**config.mk**
```make
export PLATFORM = sky130hd
export DESIGN_NAME = array_list_insert_remove_search
export DESIGN_NICKNAME = d
export VERILOG_FILES = /design/src/rtl/core/alist_pkg.sv /design/src/rtl/core/alist_dp.sv /design/src/rtl/core/alist_ctrl.sv /design/src/rtl/core/array_list_insert_remove_search.sv
export SDC_FILE = /design/constraint.sdc
export NUM_CORES = 2
export LEC_CHECK = 0
export ABC_AREA = 1
export BUFFER_PORTS_ARGS = -buffer_cell sky130_fd_sc_hd__buf_2
export CAP_MARGIN = 0
export CELL_PAD_IN_SITES_DETAIL_PLACEMENT = 0
export CELL_PAD_IN_SITES_GLOBAL_PLACEMENT = 1
export CORE_AREA = 8 8 634 636
export CTS_CLUSTER_DIAMETER = 150
export DETAILED_ROUTE_END_ITERATION = 8
export DIE_AREA = 0 0 642 644
export PLACE_DENSITY = 0.45
export SETUP_SLACK_MARGIN = 0.05
export SYNTH_ARGS = -nofsm -noshare
export SYNTH_HDL_FRONTEND = slang
export SYNTH_SLANG_ARGS = --single-unit
```
**constraint.sdc**
```tcl
create_clock -name clk -period 8.7 [get_ports clk]
set_clock_uncertainty 0.1 [all_clocks]
set_input_delay 1.74 -clock clk [delete_from_list [all_inputs] [get_ports clk]]
set_output_delay 1.74 -clock clk [all_outputs]
set_load 0.05 [all_outputs]
```
**src/rtl/core/alist_pkg.sv**
```systemverilog
// Shared types and constants for the array list block.
// Holds command, status and datapath control codes; no dependencies.
`timescale 1ns / 1ps
`default_nettype none

package alist_pkg;

  localparam int CMD_W     = 2;
  localparam int POS_W     = 6;
  localparam int VAL_W     = 32;
  localparam int ST_W      = 2;
  localparam int CNT_W     = 7;
  localparam int CAP_W     = 7;
  localparam logic [CAP_W-1:0] CAP_RESET = 7'd64;

  typedef enum logic [CMD_W-1:0] {
    CMD_INSERT = 2'd0,
    CMD_REMOVE = 2'd1,
    CMD_SEARCH = 2'd2,
    CMD_NOP    = 2'd3
  } cmd_t;

  typedef enum logic [ST_W-1:0] {
    ST_OK        = 2'd0,
    ST_FULL      = 2'd1,
    ST_NOT_FOUND = 2'd2,
    ST_BEYOND    = 2'd3
  } status_t;

  // per-cycle datapath operation
  typedef enum logic [2:0] {
    DP_IDLE,
    DP_LOAD,
    DP_SCAN,
    DP_UP,
    DP_DN,
    DP_FIN
  } dp_op_t;

  typedef enum logic [1:0] {
    UPD_NONE,
    UPD_INC,
    UPD_DEC
  } upd_t;

  typedef enum logic [1:0] {
    ISEL_ZERO,
    ISEL_POS,
    ISEL_HIT
  } isel_t;

  typedef struct packed {
    dp_op_t  op;
    status_t st;
    upd_t    upd;
    isel_t   isel;
  } ctl_t;

  typedef struct packed {
    cmd_t cmd;
    logic full;
    logic beyond;
    logic hit;
    logic walk_end;
    logic o_free;
  } sts_t;

endpackage

`default_nettype wire

```
**src/rtl/core/alist_dp.sv**
```systemverilog
// Datapath of the array list: entry memory, walk counters, count and result register.
// Executes one operation per cycle as chosen by alist_ctrl; uses alist_pkg.
`timescale 1ns / 1ps
`default_nettype none

module alist_dp #(
  parameter int DEPTH = 64
) (
  input  wire logic                         clk,
  input  wire logic                         rst_n,
  input  wire logic [alist_pkg::CAP_W-1:0]  cap,
  input  wire logic [alist_pkg::CMD_W-1:0]  in_cmd,
  input  wire logic [alist_pkg::POS_W-1:0]  in_position,
  input  wire logic [alist_pkg::VAL_W-1:0]  in_value,
  input  wire alist_pkg::ctl_t              ctl,
  output alist_pkg::sts_t                   sts,
  input  wire logic                         out_ready,
  output logic                              out_valid,
  output logic [alist_pkg::ST_W-1:0]        out_status,
  output logic [alist_pkg::POS_W-1:0]       out_found_index,
  output logic [alist_pkg::CNT_W-1:0]       out_entry_count,
  output logic                              out_empty_flag,
  output logic                              out_full_flag
);
  import alist_pkg::*;

  localparam int AW = (DEPTH > 1) ? $clog2(DEPTH) : 1;
  localparam int XW = (AW > CNT_W) ? AW : CNT_W;
  localparam logic [XW:0] DEPTH_X = (XW+1)'(DEPTH);

  logic [VAL_W-1:0] mem [DEPTH];

  cmd_t             cmd_r;
  logic [POS_W-1:0] pos_r;
  logic [VAL_W-1:0] val_r;
  logic [CNT_W-1:0] count_r;
  logic [CNT_W-1:0] count_nxt;
  logic [XW-1:0]    ra_r;
  logic [XW-1:0]    wa_r;
  logic [XW-1:0]    hidx_r;
  logic [VAL_W-1:0] rq_r;
  logic             rv_r;

  logic             out_valid_r;
  logic [ST_W-1:0]  out_status_r;
  logic [POS_W-1:0] out_idx_r;
  logic [CNT_W-1:0] out_cnt_r;
  logic             out_empty_r;
  logic             out_full_r;

  logic [XW-1:0]    count_x;
  logic [XW-1:0]    pos_x;
  logic [XW:0]      cap_x;
  logic [XW:0]      eff_cap;
  logic             full_now;
  logic             hit_now;
  logic             rd_go;
  logic [AW-1:0]    rd_addr;
  logic [XW-1:0]    dest;
  logic [XW-1:0]    ra_step;
  logic [XW-1:0]    ra_dec;
  logic             wr_go;
  logic [AW-1:0]    wr_addr;
  logic [VAL_W-1:0] wr_data;
  logic [POS_W-1:0] idx_sel;

  assign count_x = XW'(count_r);
  assign pos_x   = XW'(pos_r);
  assign cap_x   = (XW+1)'(cap);
  assign eff_cap = (cap_x > DEPTH_X) ? DEPTH_X : cap_x;
  assign full_now = {1'b0, count_x} >= eff_cap;
  assign hit_now  = (ctl.op == DP_SCAN) && rv_r && (rq_r == val_r);
  assign ra_dec   = ra_r - XW'(1);

  // read side and write side of the walk
  always_comb begin
    rd_go   = 1'b0;
    rd_addr = ra_r[AW-1:0];
    dest    = ra_r;
    ra_step = ra_r + XW'(1);
    wr_go   = 1'b0;
    wr_addr = wa_r[AW-1:0];
    wr_data = rq_r;
    case (ctl.op) inside
      DP_SCAN: begin
        rd_go = (ra_r < count_x) && !hit_now;
      end
      DP_DN: begin
        rd_go = ra_r < count_x;
        dest  = ra_dec;
        wr_go = rv_r;
      end
      DP_UP: begin
        // ra_r is one above the read index here
        rd_go   = ra_r > pos_x;
        rd_addr = ra_dec[AW-1:0];
        ra_step = ra_dec;
        wr_go   = rv_r;
      end
      DP_FIN: begin
        wr_go   = ctl.upd == UPD_INC;
        wr_addr = pos_x[AW-1:0];
        wr_data = val_r;
      end
      default: ;
    endcase
  end

  always_comb begin
    case (ctl.upd)
      UPD_INC: count_nxt = count_r + CNT_W'(1);
      UPD_DEC: count_nxt = count_r - CNT_W'(1);
      default: count_nxt = count_r;
    endcase
    case (ctl.isel)
      ISEL_POS: idx_sel = pos_r;
      ISEL_HIT: idx_sel = hidx_r[POS_W-1:0];
      default:  idx_sel = '0;
    endcase
  end

  always_ff @(posedge clk) begin
    if (wr_go) begin
      mem[wr_addr] <= wr_data;
    end
    if (rd_go) begin
      rq_r <= mem[rd_addr];
    end
  end

  always_ff @(posedge clk) begin
    if (!rst_n) begin
      rv_r        <= 1'b0;
      count_r     <= '0;
      out_valid_r <= 1'b0;
    end else begin
      case (ctl.op) inside
        DP_LOAD: begin
          rv_r <= 1'b0;
        end
        DP_SCAN, DP_UP, DP_DN: begin
          rv_r <= rd_go && !hit_now;
        end
        DP_FIN: begin
          count_r <= count_nxt;
        end
        default: ;
      endcase
      if (ctl.op == DP_FIN) begin
        out_valid_r <= 1'b1;
      end else if (out_ready) begin
        out_valid_r <= 1'b0;
      end
    end
  end

  always_ff @(posedge clk) begin
    case (ctl.op) inside
      DP_LOAD: begin
        cmd_r <= cmd_t'(in_cmd);
        pos_r <= in_position;
        val_r <= in_value;
        ra_r  <= (in_cmd == CMD_INSERT) ? count_x : '0;
      end
      DP_SCAN, DP_UP, DP_DN: begin
        if (hit_now) begin
          // first match: park the index and aim the walk just past it
          hidx_r <= wa_r;
          ra_r   <= wa_r + XW'(1);
        end else if (rd_go) begin
          wa_r <= dest;
          ra_r <= ra_step;
        end
      end
      DP_FIN: begin
        out_status_r <= ctl.st;
        out_idx_r    <= idx_sel;
        out_cnt_r    <= count_nxt;
        out_empty_r  <= count_nxt == '0;
        out_full_r   <= {1'b0, XW'(count_nxt)} >= eff_cap;
      end
      default: ;
    endcase
  end

  always_comb begin
    sts.cmd      = cmd_r;
    sts.full     = full_now;
    sts.beyond   = pos_x > count_x;
    sts.hit      = hit_now;
    sts.walk_end = !rv_r && ((ctl.op == DP_UP) ? (ra_r <= pos_x) : (ra_r >= count_x));
    sts.o_free   = !out_valid_r || out_ready;
  end

  assign out_valid       = out_valid_r;
  assign out_status      = out_status_r;
  assign out_found_index = out_idx_r;
  assign out_entry_count = out_cnt_r;
  assign out_empty_flag  = out_empty_r;
  assign out_full_flag   = out_full_r;

  a_count_bound: assert property (@(posedge clk) disable iff (!rst_n)
    {1'b0, count_x} <= DEPTH_X)
    else $error("entry count above storage depth");

  a_fin_loads: assert property (@(posedge clk) disable iff (!rst_n)
    ctl.op == DP_FIN |=> out_valid_r)
    else $error("result not presented after finish");

  a_inc_not_full: assert property (@(posedge clk) disable iff (!rst_n)
    (ctl.op == DP_FIN) && (ctl.upd == UPD_INC) |-> !full_now)
    else $error("insert committed into a full list");

  a_dec_not_empty: assert property (@(posedge clk) disable iff (!rst_n)
    (ctl.op == DP_FIN) && (ctl.upd == UPD_DEC) |-> count_r != '0)
    else $error("remove committed on an empty list");

endmodule

`default_nettype wire

```
**src/rtl/core/alist_ctrl.sv**
```systemverilog
// Controller of the array list: sequences load, check, scan, shift and finish.
// Drives alist_dp through ctl_t and reads back sts_t; uses alist_pkg.
`timescale 1ns / 1ps
`default_nettype none

module alist_ctrl (
  input  wire logic             clk,
  input  wire logic             rst_n,
  input  wire logic             in_valid,
  output logic                  in_ready,
  input  wire alist_pkg::sts_t  sts,
  output alist_pkg::ctl_t       ctl
);
  import alist_pkg::*;

  typedef enum logic [2:0] {
    S_IDLE,
    S_DISP,
    S_SCAN,
    S_UP,
    S_DN,
    S_FIN
  } state_t;

  state_t  state_r, state_nxt;
  status_t st_r, st_nxt;
  upd_t    upd_r, upd_nxt;
  isel_t   isel_r, isel_nxt;
  dp_op_t  op;

  always_comb begin
    state_nxt = state_r;
    st_nxt    = st_r;
    upd_nxt   = upd_r;
    isel_nxt  = isel_r;
    op        = DP_IDLE;
    unique case (state_r)
      S_IDLE: begin
        if (in_valid) begin
          op        = DP_LOAD;
          state_nxt = S_DISP;
        end
      end
      S_DISP: begin
        st_nxt   = ST_OK;
        upd_nxt  = UPD_NONE;
        isel_nxt = ISEL_ZERO;
        unique case (sts.cmd)
          CMD_INSERT: begin
            // fullness wins over a bad position
            if (sts.full) begin
              st_nxt    = ST_FULL;
              state_nxt = S_FIN;
            end else if (sts.beyond) begin
              st_nxt    = ST_BEYOND;
              state_nxt = S_FIN;
            end else begin
              upd_nxt   = UPD_INC;
              isel_nxt  = ISEL_POS;
              state_nxt = S_UP;
            end
          end
          CMD_REMOVE: begin
            upd_nxt   = UPD_DEC;
            isel_nxt  = ISEL_HIT;
            state_nxt = S_SCAN;
          end
          CMD_SEARCH: begin
            isel_nxt  = ISEL_HIT;
            state_nxt = S_SCAN;
          end
          default: begin
            state_nxt = S_FIN;
          end
        endcase
      end
      S_SCAN: begin
        op = DP_SCAN;
        if (sts.hit) begin
          state_nxt = (sts.cmd == CMD_REMOVE) ? S_DN : S_FIN;
        end else if (sts.walk_end) begin
          st_nxt    = ST_NOT_FOUND;
          upd_nxt   = UPD_NONE;
          isel_nxt  = ISEL_ZERO;
          state_nxt = S_FIN;
        end
      end
      S_UP: begin
        op = DP_UP;
        if (sts.walk_end) begin
          state_nxt = S_FIN;
        end
      end
      S_DN: begin
        op = DP_DN;
        if (sts.walk_end) begin
          state_nxt = S_FIN;
        end
      end
      S_FIN: begin
        // hold until the result register can take the beat
        if (sts.o_free) begin
          op        = DP_FIN;
          state_nxt = S_IDLE;
        end
      end
      default: begin
        state_nxt = S_IDLE;
      end
    endcase
  end

  always_ff @(posedge clk) begin
    if (!rst_n) begin
      state_r <= S_IDLE;
      st_r    <= ST_OK;
      upd_r   <= UPD_NONE;
      isel_r  <= ISEL_ZERO;
    end else begin
      state_r <= state_nxt;
      st_r    <= st_nxt;
      upd_r   <= upd_nxt;
      isel_r  <= isel_nxt;
    end
  end

  assign in_ready = state_r == S_IDLE;

  always_comb begin
    ctl.op   = op;
    ctl.st   = st_r;
    ctl.upd  = upd_r;
    ctl.isel = isel_r;
  end

  a_accept_dispatch: assert property (@(posedge clk) disable iff (!rst_n)
    in_valid && in_ready |=> state_r == S_DISP)
    else $error("accepted beat not dispatched");

  a_fin_exit: assert property (@(posedge clk) disable iff (!rst_n)
    (state_r == S_FIN) && sts.o_free |=> state_r == S_IDLE)
    else $error("finish did not return to idle");

  a_inc_only_insert: assert property (@(posedge clk) disable iff (!rst_n)
    (op == DP_FIN) && (upd_r == UPD_INC) |-> (sts.cmd == CMD_INSERT) && (st_r == ST_OK))
    else $error("count increment outside a good insert");

endmodule

`default_nettype wire

```
**src/rtl/core/array_list_insert_remove_search.sv**
```systemverilog
// Top level of the array list: configuration register, controller and datapath.
// Instantiates alist_ctrl and alist_dp; uses alist_pkg.
`timescale 1ns / 1ps
`default_nettype none

// Ordered list of up to DEPTH signed 32-bit entries held in a single-port-read,
// single-port-write memory. One command is in work at a time; a new beat is taken
// while the previous result still waits on the output register. The time a command
// takes is set by the memory walk (one entry read per cycle): a search that hits
// stops at the match, a search or remove that misses reads every entry, an insert
// shifts the entries at and above its position up one place (none for an append),
// a successful remove scans to the match and then shifts the later entries down one
// place, and a refused insert or the unused command skips the walk. A result that
// cannot leave the output register holds the finish step. Capacity (register 0,
// reset 64) saturates at DEPTH. Entries above the count are never read, so the
// memory needs no clearing after reset.
module array_list_insert_remove_search #(
  parameter int DEPTH = 64
) (
  input  wire logic                         clk,
  input  wire logic                         rst_n,

  input  wire logic                         in_valid,
  output logic                              in_ready,
  input  wire logic [alist_pkg::CMD_W-1:0]  in_cmd,
  input  wire logic [alist_pkg::POS_W-1:0]  in_position,
  input  wire logic [alist_pkg::VAL_W-1:0]  in_value,

  output logic                              out_valid,
  input  wire logic                         out_ready,
  output logic [alist_pkg::ST_W-1:0]        out_status,
  output logic [alist_pkg::POS_W-1:0]       out_found_index,
  output logic [alist_pkg::CNT_W-1:0]       out_entry_count,
  output logic                              out_empty_flag,
  output logic                              out_full_flag,

  input  wire logic                         cfg_psel,
  input  wire logic                         cfg_penable,
  input  wire logic                         cfg_pwrite,
  input  wire logic [2:0]                   cfg_paddr,
  input  wire logic [31:0]                  cfg_pwdata,
  output logic [31:0]                       cfg_prdata,
  output logic                              cfg_pready
);
  import alist_pkg::*;

  localparam logic REG_CAP = 1'b0;

  logic [CAP_W-1:0] cap_r;
  logic             cfg_wr;
  ctl_t             ctl;
  sts_t             sts;

  assign cfg_pready = 1'b1;
  assign cfg_wr     = cfg_psel && cfg_penable && cfg_pwrite && cfg_pready;

  always_ff @(posedge clk) begin
    if (!rst_n) begin
      cap_r <= CAP_RESET;
    end else if (cfg_wr && (cfg_paddr[2] == REG_CAP)) begin
      cap_r <= cfg_pwdata[CAP_W-1:0];
    end
  end

  assign cfg_prdata = (cfg_paddr[2] == REG_CAP) ? 32'(cap_r) : '0;

  alist_ctrl u_ctrl (
    .clk      (clk),
    .rst_n    (rst_n),
    .in_valid (in_valid),
    .in_ready (in_ready),
    .sts      (sts),
    .ctl      (ctl)
  );

  alist_dp #(
    .DEPTH (DEPTH)
  ) u_dp (
    .clk             (clk),
    .rst_n           (rst_n),
    .cap             (cap_r),
    .in_cmd          (in_cmd),
    .in_position     (in_position),
    .in_value        (in_value),
    .ctl             (ctl),
    .sts             (sts),
    .out_ready       (out_ready),
    .out_valid       (out_valid),
    .out_status      (out_status),
    .out_found_index (out_found_index),
    .out_entry_count (out_entry_count),
    .out_empty_flag  (out_empty_flag),
    .out_full_flag   (out_full_flag)
  );

endmodule

`default_nettype wire
```
==> flow_metrics.env <==
export IMPL_synth_seq_cells=2182
export IMPL_r2r_start="u_ctrl.state_r[1]"
export IMPL_place_area_um2=104900
export IMPL_synthFlopType="edfxtp_1"
export IMPL_pwr_share_seq=0.331
export IMPL_synthTopCellsByArea="edfxtp_1, nand3_1, nand3b_1, nand2_1, inv_1"
export IMPL_areaGrowthSynthToFinish_pct=15.86
export IMPL_num_rows=230
export IMPL_async_reset_ff_frac=0
export IMPL_hold_ws_ps=342.3
export IMPL_power_frac_comb=0.384
export IMPL_hold_start="u_ctrl.st_r[1]"
export IMPL_final_area_um2=113100
export IMPL_cts_root_buf="clkbuf_16"
export IMPL_post_route_min_period_ps=6313
export IMPL_die_area_um2=413400
export IMPL_leakage_nw=42.52
export IMPL_drt_iter0_drc=5132
export IMPL_syn_area_um2=97600
export IMPL_hold_viol=0
export IMPL_yosysTopAreaCell="edfxtp_1"
export IMPL_maxCapViolCount=0
export IMPL_drc=0
export IMPL_synth_xor_area_share=0.001884
export IMPL_nNetsFinal=9029
export IMPL_overflow=0
export IMPL_cts_repair_resized=0
export IMPL_die_x_um=642
export IMPL_synth_top_cell_area_share=0.6636
export IMPL_cp_arrival_ps=6810
export IMPL_hpwl_mm=191.1
export IMPL_end_kind="flip-flop"
export IMPL_crit_required_ps=9200
export IMPL_initial_core_util=0.2494
export IMPL_io_buffers=80
export IMPL_setup_ws_ps=2387
export IMPL_path_class="in2reg"
export IMPL_r2r_end="u_dp.rq_r[25]"
export IMPL_yosysWarnings=0
export IMPL_clock_latency_ps=890
export IMPL_avgSynthCellArea_um2=10.98
export IMPL_hold_depth=0
export IMPL_setup_viol=0
export IMPL_antenna_found_initial=17
export IMPL_cp_start_kind="input pin"
export IMPL_gp_congestion=0.7772
export IMPL_vdd_drop_max_mv=0.2522
export IMPL_reg2reg_slack_ps=2670
export IMPL_p_clk_frac=0.285
export IMPL_cts_setup_buffers=0
export IMPL_period_share=0.7256
export IMPL_post_place_ws_ps=1450
export IMPL_synth_most_common_cell="nand3_1"
export IMPL_synth_area_mux_share=0
export IMPL_first_pass_iters=6
export IMPL_vias=65270
export IMPL_hold_path_end="u_dp.out_status[1]"
export IMPL_clkSinkCount=2182
export IMPL_p_per_area_nw_per_um2=330.8
export IMPL_final_core_util=0.2889
export IMPL_avgRoutedWirePerCell_um=24.48
export IMPL_yosysSeqAreaShare=0.6688
export IMPL_switchingPower_mw=15.43
export IMPL_power_internal_mw=21.98
export IMPL_crit_fanout=56
export IMPL_netlist_top_cells_count="nand3_1, edfxtp_1, nand2_1"
export IMPL_reg2reg_depth=19
export IMPL_synth_simple_area_share=0.2352
export IMPL_min_delay_path_class="reg2reg"
export IMPL_netlist_instances=8886
export IMPL_cts_max_level=5
export IMPL_core_area_um2=391400
export IMPL_grtUsageTotal=0.1630
export IMPL_drv_slew=0
export IMPL_cts_tree="done"
export IMPL_ctsHoldBuffers=0
export IMPL_max_slew_margin_rel=0.09591
export IMPL_synth_top_family_by_area="simple AND/OR/NAND/NOR gates"
export IMPL_worstMarginPinSlew_ps=1351
export IMPL_grt_setup_unrepaired="false"
export IMPL_max_clock_freq_mhz=158.4
export IMPL_numCtsBuffers=267
export IMPL_swShare=0.4124
export IMPL_viasPerCell=4.563
export IMPL_dieHeight_um=644
export IMPL_status="completed"
export IMPL_ant_nets=0
export IMPL_drive_above_1_share=0.08602
export IMPL_drt_wl_total_mm=350.2
export IMPL_tns_ps=0
export IMPL_stdcell_count=14310
export IMPL_synth_edff_count=2157
export IMPL_grt_pass1_wl_mm=491.3
export IMPL_synthAdderAreaFrac=0.006871
export IMPL_ys_types=51
export IMPL_place_inst=13850
export IMPL_cts_buffer_depth=4
export IMPL_p_total_mw=37.41
export IMPL_ios=134
export IMPL_clkTransAtPathRegs_ps=60
export IMPL_grt_pass1_vias=63560
export IMPL_synth_compound_area_share=0.009358
export IMPL_grt_max_degree=159
-- state kept, by name (all words and copies together) (netlist names) --
| name | cells |
|---|---|
| u_dp.out_found_index | 6 |
| u_dp.mem | 2048 |
| u_ctrl.st_r | 2 |
| u_dp.ra_r | 7 |
| u_dp.out_entry_count | 7 |
| u_dp.cmd_r | 2 |
| u_dp.val_r | 32 |
| u_dp.rv_r | 1 |
| u_dp.out_status | 2 |
| u_ctrl.upd_r | 2 |
| u_dp.out_full_flag | 1 |
| u_dp.hidx_r | 6 |
| u_dp.rq_r | 32 |
| u_dp.count_r | 7 |
| u_ctrl.isel_r | 2 |
| cap_r | 7 |
| u_dp.wa_r | 7 |
| u_ctrl.state_r | 3 |
| u_dp.out_valid | 1 |
| u_dp.pos_r | 6 |
| u_dp.out_empty_flag | 1 |
-- worst max-delay path by stage --
| stage | start | to | slack, ps | cells past startpoint |
|---|---|---|---|---|
| 3_5_place_dp | out_ready | u_dp.rq_r[13] | 1450 | 20 |
| 2_1_floorplan | out_ready | u_dp.mem[0][28] | 2350 | 9 |
| 6_report | out_ready | u_dp.rq_r[25] | 2390 | 20 |
| 5_1_grt | out_ready | u_dp.rq_r[13] | 2150 | 20 |
| 4_1_cts | out_ready | u_dp.rq_r[13] | 2410 | 20 |
| 3_3_place_gp | out_ready | u_dp.rq_r[13] | 1440 | 20 |
-- cell usage in the layout (no fill, tap or decap), types with 18 or more instances in the layout --
cell	instances
nand3_1	2205
edfxtp_1	2157
nand2_1	1366
inv_1	1285
nand3b_1	764
clkbuf_16	282
buf_4	208
nor2_1	86
buf_2	80
clkbuf_1	69
nor2_4	66
clkinv_1	59
o21ai_0	58
ha_1	52
a21oi_1	39
o21ai_4	33
buf_12	29
conb_1	26
dfxtp_1	25
clkinv_2	22
nor3_1	20
xor2_1	18
-- final cells by class --
class | instances | area [µm²]
fillers | 40130 | 278300
flip-flops and latches | 2182 | 65270
multi-input cells | 4829 | 25700
clock buffers | 351 | 7316
well taps | 5220 | 6531
inverters | 1297 | 4892
repair buffers | 317 | 2542
clock inverters | 103 | 812.0
diodes | 6 | 15.01
-- logic make-up (layout without fill, tap and decap cells) --
group,count (synthesis),count (layout)
buffers and inverters,1899,2068
adders and majority gates,53,53
xor gates and xnor gates,21,21
other,2,32
and+or+nand+nor,4564,4564
DFF,2182,2182
AOI/OAI and AO/OA,165,165
-- metal layers --
layer  GRT usage  up-vias  part of all wire
li1            -    30570                 -
met2      0.2640     1682              0.46
met1      0.2181    32510              0.45
met4     0.06559        2             0.043
met5           0        -          0.000031
met3     0.02533      512             0.050
-- critical path, stage by stage --
cell and delay, ps:
buf_2 110, inv_1 60, nand2_1 80, o21ai_1 270, o21ai_1 150, nor2_2 100, buf_4 300, inv_1 140
ha_1 290, inv_1 100, nand3_4 570, nand2_8 910, buf_4 660, nand2_1 120, nand3_1 100, nand3_1 90
nand3_1 140, nand3_1 430, nand3_1 240, nand2_1 90
-- power by group through the flow --
stage | Clock, mW | Sequential, mW | Combinational (mW)
2_1_floorplan | 0 | 12.5 | 8.62
3_3_place_gp | 0 | 12.6 | 14.6
3_5_place_dp | 0 | 12.6 | 14.6
4_1_cts | 11.0 | 12.4 | 14.7
5_1_grt | 11.4 | 12.4 | 15.7
6_report | 10.7 | 12.4 | 14.4
Note: power is estimated with default switching activity, not from simulation.
